$ cat config.mk
export PLATFORM = sky130hd
export DESIGN_NAME = nfsm_row_eval
export DESIGN_NICKNAME = d
export VERILOG_FILES = /design/src/rtl/nfsm_pkg.sv /design/src/rtl/nfsm_row_eval.sv
export SDC_FILE = /design/constraint.sdc
export NUM_CORES = 1
export LEC_CHECK = 0
export ABC_AREA = 1
export BUFFER_PORTS_ARGS = -buffer_cell sky130_fd_sc_hd__buf_2
export CORE_MARGIN = 2
export CORE_UTILIZATION = 60
export DETAILED_ROUTE_END_ITERATION = 16
export GPL_TIMING_DRIVEN = 0
export PLACE_DENSITY = 0.89
export SLEW_MARGIN = 20
export SYNTH_ARGS = -nofsm -noshare
export SYNTH_HDL_FRONTEND = slang
export SYNTH_SLANG_ARGS = --single-unit
$ cat constraint.sdc
create_clock -name vclk -period 10.5
set_input_delay 2.1 -clock vclk [all_inputs]
set_output_delay 2.1 -clock vclk [all_outputs]
set_load 0.005 [all_outputs]
$ cat src/rtl/nfsm_pkg.sv
// Shared types and constants for the nibble free-space map.
// No dependencies; imported by nfsm_row_eval and the top level.
package nfsm_pkg;

    // A memory row packs sixteen 4-bit page statuses
    localparam int LANES    = 16;
    localparam int LANE_W   = 4;
    localparam int NIB_W    = 4;
    localparam int ROW_W    = LANES * NIB_W;

    // Fixed field widths
    localparam int IDX_W    = 13;
    localparam int CNT_IN_W = 14;

    // Configuration port
    localparam int APB_AW   = 3;
    localparam int APB_DW   = 32;
    localparam logic [0:0]       REG_FIT_LIMIT = 1'b0;
    localparam logic [NIB_W-1:0] FIT_LIMIT_RST = 4'd4;

    typedef enum logic [1:0] {
        CMD_ALLOC = 2'd0,
        CMD_SET   = 2'd1,
        CMD_READ  = 2'd2,
        CMD_INIT  = 2'd3
    } t_cmd;

    typedef enum logic [1:0] {
        ST_IDLE,
        ST_CLEAR,
        ST_SCAN,
        ST_ACCESS
    } t_state;

    // First-fit outcome for one row
    typedef struct packed {
        logic              hit;
        logic [LANE_W-1:0] lane;
        logic [NIB_W-1:0]  status;
    } t_fit;

endpackage

$ cat src/rtl/nfsm_row_eval.sv
// First-fit search across the sixteen page statuses of one memory row.
// Depends on nfsm_pkg.
module nfsm_row_eval import nfsm_pkg::*; (
    input  logic [ROW_W-1:0]  i_row,
    input  logic [NIB_W-1:0]  i_amount,
    input  logic [NIB_W-1:0]  i_limit,
    input  logic [LANE_W-1:0] i_lane_max,
    output t_fit              o_fit,
    output logic [ROW_W-1:0]  o_row
);

    logic [NIB_W:0]   sum [LANES];
    logic [LANES-1:0] ok;

    always_comb begin
        for (int l = 0; l < LANES; l++) begin
            sum[l] = {1'b0, i_row[l*NIB_W +: NIB_W]} + {1'b0, i_amount};
            ok[l]  = (sum[l] <= {1'b0, i_limit}) && (LANE_W'(l) <= i_lane_max);
        end
    end

    // Lowest fitting lane wins
    always_comb begin
        o_fit = '0;
        for (int l = LANES - 1; l >= 0; l--) begin
            if (ok[l]) begin
                o_fit.hit    = 1'b1;
                o_fit.lane   = LANE_W'(l);
                o_fit.status = sum[l][NIB_W-1:0];
            end
        end
        o_row = i_row;
        o_row[o_fit.lane*NIB_W +: NIB_W] = o_fit.status;
    end

endmodule

Word level (Yosys, flattened, before mapping)
Index checks and enable logic that the tools add are counted.
{"block": "op_classes", "muxes": 17, "addsub": 17, "order_cmp": 32, "reduce_logical": 16, "shifts": 2}
{"operator": "$mux W9", "n": 16}
{"operator": "$add A4 B4 Y5", "n": 16}
{"operator": "$le A5 B4 Y1", "n": 16}
{"operator": "$bwmux W64", "n": 1}
{"operator": "$shift A4 B34 Y64 const A", "n": 1}
{"operator": "$shiftx A4 B34 Y64", "n": 1}
{"operator": "$neg A6 Y34", "n": 1}
{"operator": "$le A4 B4 Y1 const A", "n": 8}
{"operator": "$le A3 B4 Y1 const A", "n": 4}
{"operator": "$logic_and A1 B1 Y1", "n": 16}
{"operator": "$le A1 B4 Y1 const A", "n": 2}
{"operator": "$le A2 B4 Y1 const A", "n": 2}
{"block": "word_totals", "output_inout_bits": 73, "elab_cells": 84, "regBits": 0}

Longest topological paths before layout
Gate-level depths: netlist (run 1).
{"block": "depth", "depth_word": 22, "ltp_mapped": 39, "depth_no_buf": 39}

Worst setup path before layout (run 1)
Ideal clock, no wire load.
{"block": "synth_path", "path_type": "input -> output", "start": "input port i_row[60]", "end": "output port o_row[46]", "setup_slack_ns": 2.492, "cell_stages": 32, "arrival_ns": 5.908, "path_cell_list": "ha_1 -> fa_1 -> xor2_1 -> ha_1 -> nand4_1 -> nand3_1 -> a21oi_2 -> nand2_1 -> nand2_1 -> nand2_1 -> nand2_1 -> nand2_1 -> nand2_1 -> nand2_1 -> nand2_1 -> nand2_1 -> nand2_1 -> nand2_1 -> nand2_1 -> nand2_1 -> nand2_1 -> nand2_4 -> inv_4 -> nor2_2 -> ha_1 -> clkbuf_1 -> inv_1 -> nand2_1 -> clkbuf_1 -> nor2_2 -> nand2_1 -> nand2_1"}
{"element": "start: declaration", "line_no": "nfsm_row_eval.sv:4", "rtl": "input logic [ROW_W-1:0] i_row,"}
{"element": "end: declaration", "line_no": "nfsm_row_eval.sv:9", "rtl": "output logic [ROW_W-1:0] o_row"}

Worst setup path after layout (run 1)
{"block": "layout_path", "start": "input port i_amount[1]", "end": "output port o_row[44]"}
{"block": "layout_between", "elab_chain_len": 22, "word_cells_on_any_way": 68, "cone_classes": "add/sub: 17; order compare: 16; shift: 2; mux: 17; reduce/logical: 16"}
{"element": "start: declaration", "line_no": "nfsm_row_eval.sv:5", "rtl": "input logic [NIB_W-1:0] i_amount,"}
{"element": "$add A4 B4 Y5", "line_no": "nfsm_row_eval.sv:17", "rtl": "sum[l] = {1'b0, i_row[l*NIB_W +: NIB_W]} + {1'b0, i_amount};"}
{"element": "$le A5 B4 Y1", "line_no": "nfsm_row_eval.sv:18", "rtl": "ok[l] = (sum[l] <= {1'b0, i_limit}) && (LANE_W'(l) <= i_lane_max);"}
{"element": "$logic_and A1 B1 Y1", "line_no": "nfsm_row_eval.sv:18"}
{"element": "$mux W9 (15 in a row)", "line_no": "nfsm_row_eval.sv:26", "rtl": "if (ok[l]) begin"}
{"element": "$mux W9 (*)", "line_no": "nfsm_row_eval.sv:26"}
{"element": "$neg A6 Y34", "line_no": "nfsm_row_eval.sv:33", "rtl": "o_row[o_fit.lane*NIB_W +: NIB_W] = o_fit.status;"}
{"element": "$shiftx A4 B34 Y64 / $shift A4 B34 Y64 (equally long branches)", "line_no": "nfsm_row_eval.sv:33"}
{"element": "$bwmux W64 (*)", "line_no": "nfsm_row_eval.sv:33"}
Mark *: on every way between the ends. The rest lies on a longest branch, timed or not.

==> results.ini, run 1 <==
[pwr]
switchingPower_uw = 554
leakage_nw = 3.90
intPower_uw = 258
p_clk_share_pct = 0
p_per_area_mw_per_mm2 = 122
seq_power_share_pct = 0
swShare_pct = 68.3
ir_worst_vdd_v = 0.000134
power_frac_comb_pct = 100.0
power.total_uw = 812

[floorplan]
dieHeight_um = 102
die_w_um = 102
fp.coreArea_mm2 = 0.00924
initial_core_util_pct = 62.0
rows = 35
io-pin-count = 149
die_area_mm2 = 0.0103

[yosys]
synthMuxAreaShare_pct = 0
synth_compound_area_share_pct = 14.7
yosys_warnings = 0
synth.distinct_cells = 46
syn_avg_cell_area_um2 = 6.11
netlist_instances = 938
synthAdderAreaFrac_pct = 34.0
syn_nets = 1160
ys_seq_area_share_pct = 0
synth_top_family_by_area = simple AND/OR/NAND/NOR gates
synthSimpleGateAreaFrac_pct = 36.2
synth_xor_area_share_pct = 5.07
syn-cell-area_mm2 = 0.00573

[timing]
slew_headroom_pct = 34.8
finalSetupViolCount = 0
slew_violations = 0
tns_ps = 0
finalHoldViolations = 0
period_minus_slack_ps = 9830
worst-slew-pin-transition_ps = 977
max_clock_freq_mhz = 102
layout_setup_ws_ps = 667
rsz0062_at_grt = false
period_share_pct = 93.6

[placed_design]
place.gp.congestion = 1.01
hpwl_um = 14900
dp.cells = 1215
io_buffer_count = 148
pre_cts_ws_ps = 814

[clock_tree]
ctsHoldBuffers = 0
post_cts_buffers = 0
cts_resized = 0

[grt]
antenna_found_initial = 0
grt_use_total_pct = 35.9
grt_max_degree = 33
overflow = 0
grt_pass1_wl_um = 29300
grt_pass1_vias = 6122

[detailed_routing]
route.met2.wl_um = 8220
topRoutingLayerUsed = met4
drtAntennaViolNets = 0
met1_length_um = 7610
wl_met3_um = 1910
drt-initial-drc-count = 365
route.detailed.drc = 0
vias_per_cell = 5.50
wl_per_cell_um = 15.3
drt_wl_total_um = 18600
vias = 6683
firstDrtPassIters = 6

[layout]
fin_nets = 1310
area_delta_synth_final_pct = 15.7
final_cell_mix = nand2_1 (297), buf_2 (150), ha_1 (130), inv_1 (126), o21ai_0 (69)
drive_gt1_share_pct = 19.2
final_common_cell = nand2_1
final_cells = 1215
seqCellArea_um2 = 0
diodes = 0
nClkBuffers = 0
seq_cell_count = 0
finish.utilization_pct = 71.8

[critical_path]
cp-end-kind = primary output
crit_fanout = 32
slowest_delay_ps = 730
start_kind = input pin
startpoint = i_amount[1]
cpMostUsedCell = nand2_1
crit_slowest_cell = buf_2
critPathKind = input pin to primary output
crit_arrival_ps = 7730
worstPathRequired_ps = 8400

[hold_path]
hold_path_depth = 4
worstHoldStart = i_row[32]
min_path_type = input pin to primary output

[flow_run]
cap_violations = 0

[status]
status = complete, no violations

kinds of logic (layout without fill, tap and decap cells):
logic type	after synthesis	in the layout
compound gates	156	156
simple gates	457	457
buf+inv	148	296
fa+ha+maj	146	146
xor+xnor	31	31
metrics by stage:
step | hold slack [ps] | cell area, um^2
finish | 4480 | 6630
global route | 4500 | 6630
floorplan | 4300 | 5730
global placement | 4480 | 6630
CTS | 4480 | 6630
detailed placement | 4480 | 6630
worst max-delay path: cells and delay by family:
| kind | cells | cell delay (ps) |
|---|---|---|
| AND/OR/NAND/NOR | 23 | 1840 |
| adder cells (fa/ha/maj) | 3 | 960 |
| buffers and inverters | 6 | 2160 |
| AO/OA/AOI/OAI | 2 | 390 |
| XOR/XNOR | 1 | 230 |
final timing paths:
| kind | endpoint | slack (ps) |
|---|---|---|
| setup / recovery | o_row[44] | 670 |
| hold / removal | o_row[32] | 4480 |
layer usage:
| layer | global-route usage [%] | up-vias |
|---|---|---|
| li1 | - | 3412 |
| met1 | 46.7 | 2871 |
| met2 | 60.2 | 331 |
| met3 | 4.90 | 69 |
| met4 | 13.6 | 0 |
| met5 | 0 | - |
power groups by stage:
stage	registers (mW)	clock network, mW	logic (mW)
after floorplan	0	0	0.536
after global placement	0	0	0.778
after detailed placement	0	0	0.787
after CTS	0	0	0.792
after global routing	0	0	0.894
final	0	0	0.812
cell usage after synthesis, types with 2 or more instances:
master,instances,area [um^2]
nor2_1,37,139
nor3_1,4,20.0
nand3b_1,2,15.0
nand2_2,6,37.5
clkinv_1,4,15.0
o21ai_0,69,345
ha_1,130,1630
inv_2,8,30.0
buf_2,2,10.0
xor2_1,25,219
nand4_1,13,81.3
inv_1,126,473
a211oi_1,3,22.5
nor2_2,15,93.8
or2_2,3,18.8
nand3_2,6,60.1
a21oi_1,51,255
nor2_4,2,22.5
o22ai_1,3,18.8
nand2_1,297,1110
o21ai_1,16,80.1
clkbuf_1,5,18.8
xnor2_1,5,43.8
nand3_1,57,285
o21bai_1,6,45.0
nand3_4,3,52.6
fa_1,16,320
a21oi_2,2,17.5
o211ai_1,2,15.0
nand2_4,4,45.0
cell type report:
cell class	count	area, um^2
multi-input combinational	790	5160
fill	852	2610
timing repair buffer	148	741
inverter	139	524
tap	129	161
buffer	9	47.5
No activity file was read; power rests on OpenSTA's default activity.
==> run 2, diff against run 1 <==
--- a/config.mk
+++ b/config.mk
@@ -7,11 +7,11 @@
 export LEC_CHECK = 0
 export ABC_AREA = 1
 export BUFFER_PORTS_ARGS = -buffer_cell sky130_fd_sc_hd__buf_2
+export CORE_ASPECT_RATIO = 0.9
 export CORE_MARGIN = 2
-export CORE_UTILIZATION = 60
+export CORE_UTILIZATION = 30
 export DETAILED_ROUTE_END_ITERATION = 16
 export GPL_TIMING_DRIVEN = 0
-export PLACE_DENSITY = 0.89
 export SLEW_MARGIN = 20
 export SYNTH_ARGS = -nofsm -noshare
 export SYNTH_HDL_FRONTEND = slang
==> run 2 against run 1 <==
Flip-flop and latch count unchanged. Routed wire length up 9.4%. Final cell count up 9.5%. Total power up 0.58%. Combinational power up 0.6%. Critical path type unchanged.
==> results.ini, run 2 (synthesis gave the netlist of run 1 again) <==
[grt]
overflow = 0  ; unchanged
grt_max_degree = 33  ; unchanged
grt_pass1_vias = 5771  ; -5.7%
antenna_found_initial = 0  ; unchanged
grt_pass1_wl_um = 31200  ; +6.6%
grt_use_total_pct = 19.6  ; -16 points

[hold_path]
min_path_type = input pin to primary output
worstHoldStart = i_row[48]

[critical_path]
worstPathRequired_ps = 8400  ; about the same
cpMostUsedCell = nand2_1
crit_slowest_cell = buf_2
critPathKind = input pin to primary output
startpoint = i_amount[1]
start_kind = input pin
slowest_delay_ps = 700  ; -30 ps
crit_arrival_ps = 7720  ; about the same
cp-end-kind = primary output
crit_fanout = 32  ; unchanged

[placed_design]
place.gp.congestion = 0.880  ; -13%
hpwl_um = 17000  ; +14%
io_buffer_count = 148  ; unchanged

[pwr]
seq_power_share_pct = 0  ; unchanged
ir_worst_vdd_v = 0.0000849  ; -37%
switchingPower_uw = 559  ; +0.77%
swShare_pct = 68.4  ; +0.13 points
p_per_area_mw_per_mm2 = 121  ; -1.6%
power_frac_comb_pct = 100.0  ; about the same
p_clk_share_pct = 0  ; unchanged
leakage_nw = 3.90  ; unchanged
intPower_uw = 258  ; +0.18%
power.total_uw = 817  ; +0.58%

[floorplan]
io-pin-count = 149  ; unchanged
initial_core_util_pct = 30.8  ; -31 points
die_w_um = 150  ; +47%
dieHeight_um = 135  ; +33%
rows = 47  ; +34%
fp.coreArea_mm2 = 0.0186  ; +100%
die_area_mm2 = 0.0202  ; +95%

[layout]
seq_cell_count = 0  ; unchanged
area_delta_synth_final_pct = 18.3
nClkBuffers = 0  ; unchanged
drive_gt1_share_pct = 19.2  ; unchanged
final_cell_mix = nand2_1 (297), buf_2 (150), ha_1 (130), inv_1 (126), o21ai_0 (69)
fin_nets = 1310  ; unchanged
seqCellArea_um2 = 0  ; unchanged
diodes = 0  ; unchanged
final_common_cell = nand2_1

[flow_run]
cap_violations = 0  ; unchanged

[timing]
period_share_pct = 93.5  ; -0.13 points
slew_headroom_pct = 37.5  ; +2.6 points
max_clock_freq_mhz = 102  ; +0.14%
finalSetupViolCount = 0  ; unchanged
worst-slew-pin-transition_ps = 938  ; -39.3 ps
rsz0062_at_grt = false
finalHoldViolations = 0  ; unchanged
period_minus_slack_ps = 9820  ; -13.9 ps
tns_ps = 0  ; unchanged
slew_violations = 0  ; unchanged
hold_ws_ps = 4490  ; +3.79 ps

[clock_tree]
ctsHoldBuffers = 0  ; unchanged
post_cts_buffers = 0  ; unchanged
cts_resized = 0  ; unchanged

[detailed_routing]
wl_per_cell_um = 15.3  ; about the same
drtAntennaViolNets = 0  ; unchanged
firstDrtPassIters = 5  ; -1
drt-initial-drc-count = 447  ; +22%
route.detailed.drc = 0  ; unchanged
vias = 6446  ; -3.5%
drt_wl_total_um = 20300  ; +9.4%
vias_per_cell = 4.84  ; -12%

[status]
status = complete, no violations

## run 2: cell counts in the layout (fill, tap and decap cells not counted)
Identical to the previous run, type by type.
## run 2: layout make-up
class,count,area (um^2)
Multi-Input combinational cell,790,5160
Tap cell,245,307
Fill cell,2098,11800
Inverter,139,524
Buffer,9,47.5
Timing Repair Buffer,148,741
## run 2: critical path: cells and delay by family
family	cells	cell delay (ps)
adder cells (fa/ha/maj)	3	960
AND/OR/NAND/NOR	23	1850
AO/OA/AOI/OAI	2	400
buffers and inverters	6	2160
XOR/XNOR	1	210
## run 2: layer usage
metal / vias up / GRT usage [%] / wire length, um
met5: - / 0 / 0
met4: 0 / 2.94 / 359
met3: 16 / 2.47 / 1350
met2: 196 / 31.5 / 8480
met1: 2832 / 28.6 / 10100
li1: 3402 / - / -
## run 2: path summary, 6_finish.rpt
kind / depth (start not counted) / endpoint / slack [ps]
worst min-delay path: 4 / o_row[48] / 4490
worst max-delay path: 35 / o_row[54] / 680
## run 2: metrics by stage
stage	util, %	cell area, um^2	setup slack (ps)	instances
2_1_floorplan	-	5730	2490	938
3_3_place_gp	36.5	6780	748	1331
3_5_place_dp	36.5	6780	698	1331
4_1_cts	36.5	6780	678	1331
5_1_grt	36.5	6780	31.6	1331
6_report	36.5	6780	681	1331
## run 2: power groups by stage
stage	clock network, mW	logic, mW	registers, mW
floorplan	0	0.536	0
global placement	0	0.800	0
detailed placement	0	0.807	0
CTS	0	0.811	0
global route	0	0.909	0
finish	0	0.817	0
==> run 3, diff against run 2 <==
--- a/config.mk
+++ b/config.mk
@@ -5,7 +5,6 @@
 export SDC_FILE = /design/constraint.sdc
 export NUM_CORES = 1
 export LEC_CHECK = 0
-export ABC_AREA = 1
 export BUFFER_PORTS_ARGS = -buffer_cell sky130_fd_sc_hd__buf_2
 export CORE_ASPECT_RATIO = 0.9
 export CORE_MARGIN = 2
==> run 3 against run 2 <==
Setup slack worse by 130 ps. Flip-flop and latch count stayed put. Hold slack better by 23 ps. Global-route usage is 1.0 points higher. Final cell count is 22% lower.
==> results.ini, run 3 <==
[yosys]
yosysMostFrequentCell = ha_1
yosysTopAreaCellShare_pct = 29.1  ; +0.69 points
synth_area_leaders = ha_1 (29%), mux2_2 (11%), fa_1 (5.7%)
synth_top_family_by_area = adder cells
synth.distinct_cells = 76  ; +65%
synthSimpleGateAreaFrac_pct = 17.6  ; -19 points
synthTopCellsByCount = ha_1 (130), mux2_2 (55), a21oi_1 (48), inv_1 (35), nand2_1 (31)
synthAdderAreaFrac_pct = 34.8  ; +0.82 points
netlist_instances = 649  ; -31%
synth_xor_area_share_pct = 5.46  ; +0.39 points
syn_avg_cell_area_um2 = 8.62  ; +41%
syn-cell-area_mm2 = 0.00560  ; -2.4%
ys_seq_area_share_pct = 0  ; unchanged
synth_compound_area_share_pct = 26.5  ; +12 points
synthMuxAreaShare_pct = 12.3  ; +12 points
yosysTopAreaCell = ha_1
syn_nets = 871  ; -25%
yosys_warnings = 0  ; unchanged

[timing]
finalSetupViolCount = 0  ; unchanged
period_minus_slack_ps = 9940  ; +126 ps
slew_violations = 0  ; unchanged
rsz0062_at_grt = false
tns_ps = 0  ; unchanged
slew_headroom_pct = 21.4  ; -16 points
finalHoldViolations = 0  ; unchanged
max_clock_freq_mhz = 101  ; -1.3%
period_share_pct = 94.7  ; +1.2 points
worst-slew-pin-transition_ps = 1170  ; +233 ps

[critical_path]
worstPathRequired_ps = 8400  ; about the same
crit_fanout = 16  ; -50%
startpoint = i_amount[0]
crit_arrival_ps = 7840  ; +120 ps
start_kind = input pin
critPathKind = input pin to primary output
crit_end = o_row[33]
cp-end-kind = primary output

[hold_path]
worstHoldStart = i_row[42]
min_path_type = input pin to primary output

[layout]
seqCellArea_um2 = 0  ; unchanged
fin_nets = 1020  ; -22%
seq_cell_count = 0  ; unchanged
final_common_cell = buf_2
fill_cells = 1979  ; -5.7%
drive_gt1_share_pct = 30.4  ; +11 points
area_delta_synth_final_pct = 18.8
nClkBuffers = 0  ; unchanged
final_cell_mix = buf_2 (149), ha_1 (130), mux2_2 (55), a21oi_1 (48), inv_1 (35)

[flow_run]
cap_violations = 0  ; unchanged

[placed_design]
place.gp.congestion = 0.951  ; +8.1%
io_buffer_count = 147  ; -0.68%
hpwl_um = 17100  ; +0.22%

[grt]
antenna_found_initial = 0  ; unchanged
grt_pass1_vias = 5547  ; -3.9%
grt_use_total_pct = 20.6  ; +1.0 points
overflow = 0  ; unchanged
grt_max_degree = 33  ; unchanged
grt_pass1_wl_um = 32100  ; +3.1%

[clock_tree]
post_cts_buffers = 0  ; unchanged

[floorplan]
die_w_um = 148  ; -1.2%
io-pin-count = 149  ; unchanged
fp.coreArea_mm2 = 0.0183  ; -1.3%
dieHeight_um = 134  ; -1.2%
die_area_mm2 = 0.0198  ; -2.3%
rows = 47  ; unchanged
initial_core_util_pct = 30.5  ; -0.34 points

[detailed_routing]
vias = 5880  ; -8.8%
vias_per_cell = 5.64  ; +17%
wl_per_cell_um = 20.1  ; +32%
drt-initial-drc-count = 464  ; +3.8%
drt_wl_total_um = 20900  ; +3.0%
firstDrtPassIters = 4  ; -1
route.detailed.drc = 0  ; unchanged
drtAntennaViolNets = 0  ; unchanged

[status]
status = complete, no violations

[run 3: cell types whose count changed after synthesis, sizes merged, moves of 12 or more]
| cell | delta |
|---|---|
| inv | -100 |
| o21ai | -62 |
| mux2 | +60 |
| nand3 | -52 |
| nand2 | -276 |
| a21o | +30 |
| nor2 | -31 |
| xnor2 | +13 |
| nor3 | +22 |
| nor2b | +12 |
[run 3: worst max-delay path: stages]
cell       delay, ps
buf_2            420
ha_1             270
inv_1             60
fa_1             420
xnor2_1          280
ha_1             320
and3b_1          180
a2111oi_1        430
o211a_1          320
a21oi_1           60
o211ai_1         100
nand3_1          140
a21oi_1          510
inv_1            100
ha_1             310
o41a_1           180
a31oi_4          280
nand3b_1         280
nor3_2           560
mux2_2           400
buf_2            120
[run 3: area by class of cell]
cell class,count,area (um^2),area share [%]
multi-input cells,604,5410,81.4
diodes,1,2.50,0.0376
repair buffers,147,738,11.1
plain buffers,10,56.3,0.847
well taps,245,307,4.61
inverters,35,131,1.98
[run 3: routing by layer]
metal / vias to the layer above / GRT usage (%) / wire length, um
met5: - / 0 / 0
li1: 2866 / - / -
met1: 2762 / 30.9 / 10200
met4: 0 / 2.59 / 198
met2: 240 / 32.6 / 9030
met3: 12 / 2.19 / 1520
[run 3: how the worst min path moves through the flow]
stage	end	depth (start not counted)	slack [ps]
3_3_place_gp	o_row[42]	3	4510
5_1_grt	o_row[42]	3	4530
3_5_place_dp	o_row[42]	3	4510
4_1_cts	o_row[42]	3	4510
6_report	o_row[42]	3	4510
2_1_floorplan	o_row[7]	2	4310
[run 3: cells by family (layout without fill, tap and decap cells)]
group,count (synthesis),count (layout)
AO/OA/AOI/OAI,200,200
AND/OR/NAND/NOR,164,164
adder cells (fa/ha/maj),146,146
multiplexers,60,60
buffers and inverters,45,192
XOR/XNOR,34,34
other,0,1
[run 3: through the flow]
step | worst slack (ps) | util (%) | area [um^2] | cells | hold slack, ps
2_1_floorplan | 1900 | - | 5600 | 649 | 4310
3_3_place_gp | 294 | 36.2 | 6640 | 1041 | 4510
3_5_place_dp | 279 | 36.2 | 6640 | 1041 | 4510
4_1_cts | 272 | 36.2 | 6640 | 1041 | 4510
5_1_grt | 68.2 | 36.2 | 6650 | 1041 | 4530
6_report | 556 | 36.2 | 6650 | 1042 | 4510
[run 3: what timing repair did]
item                                    CTS  global route
endpoints found under the setup margin    0            19
gates resized for setup                   0             1
hold buffers                              0             0
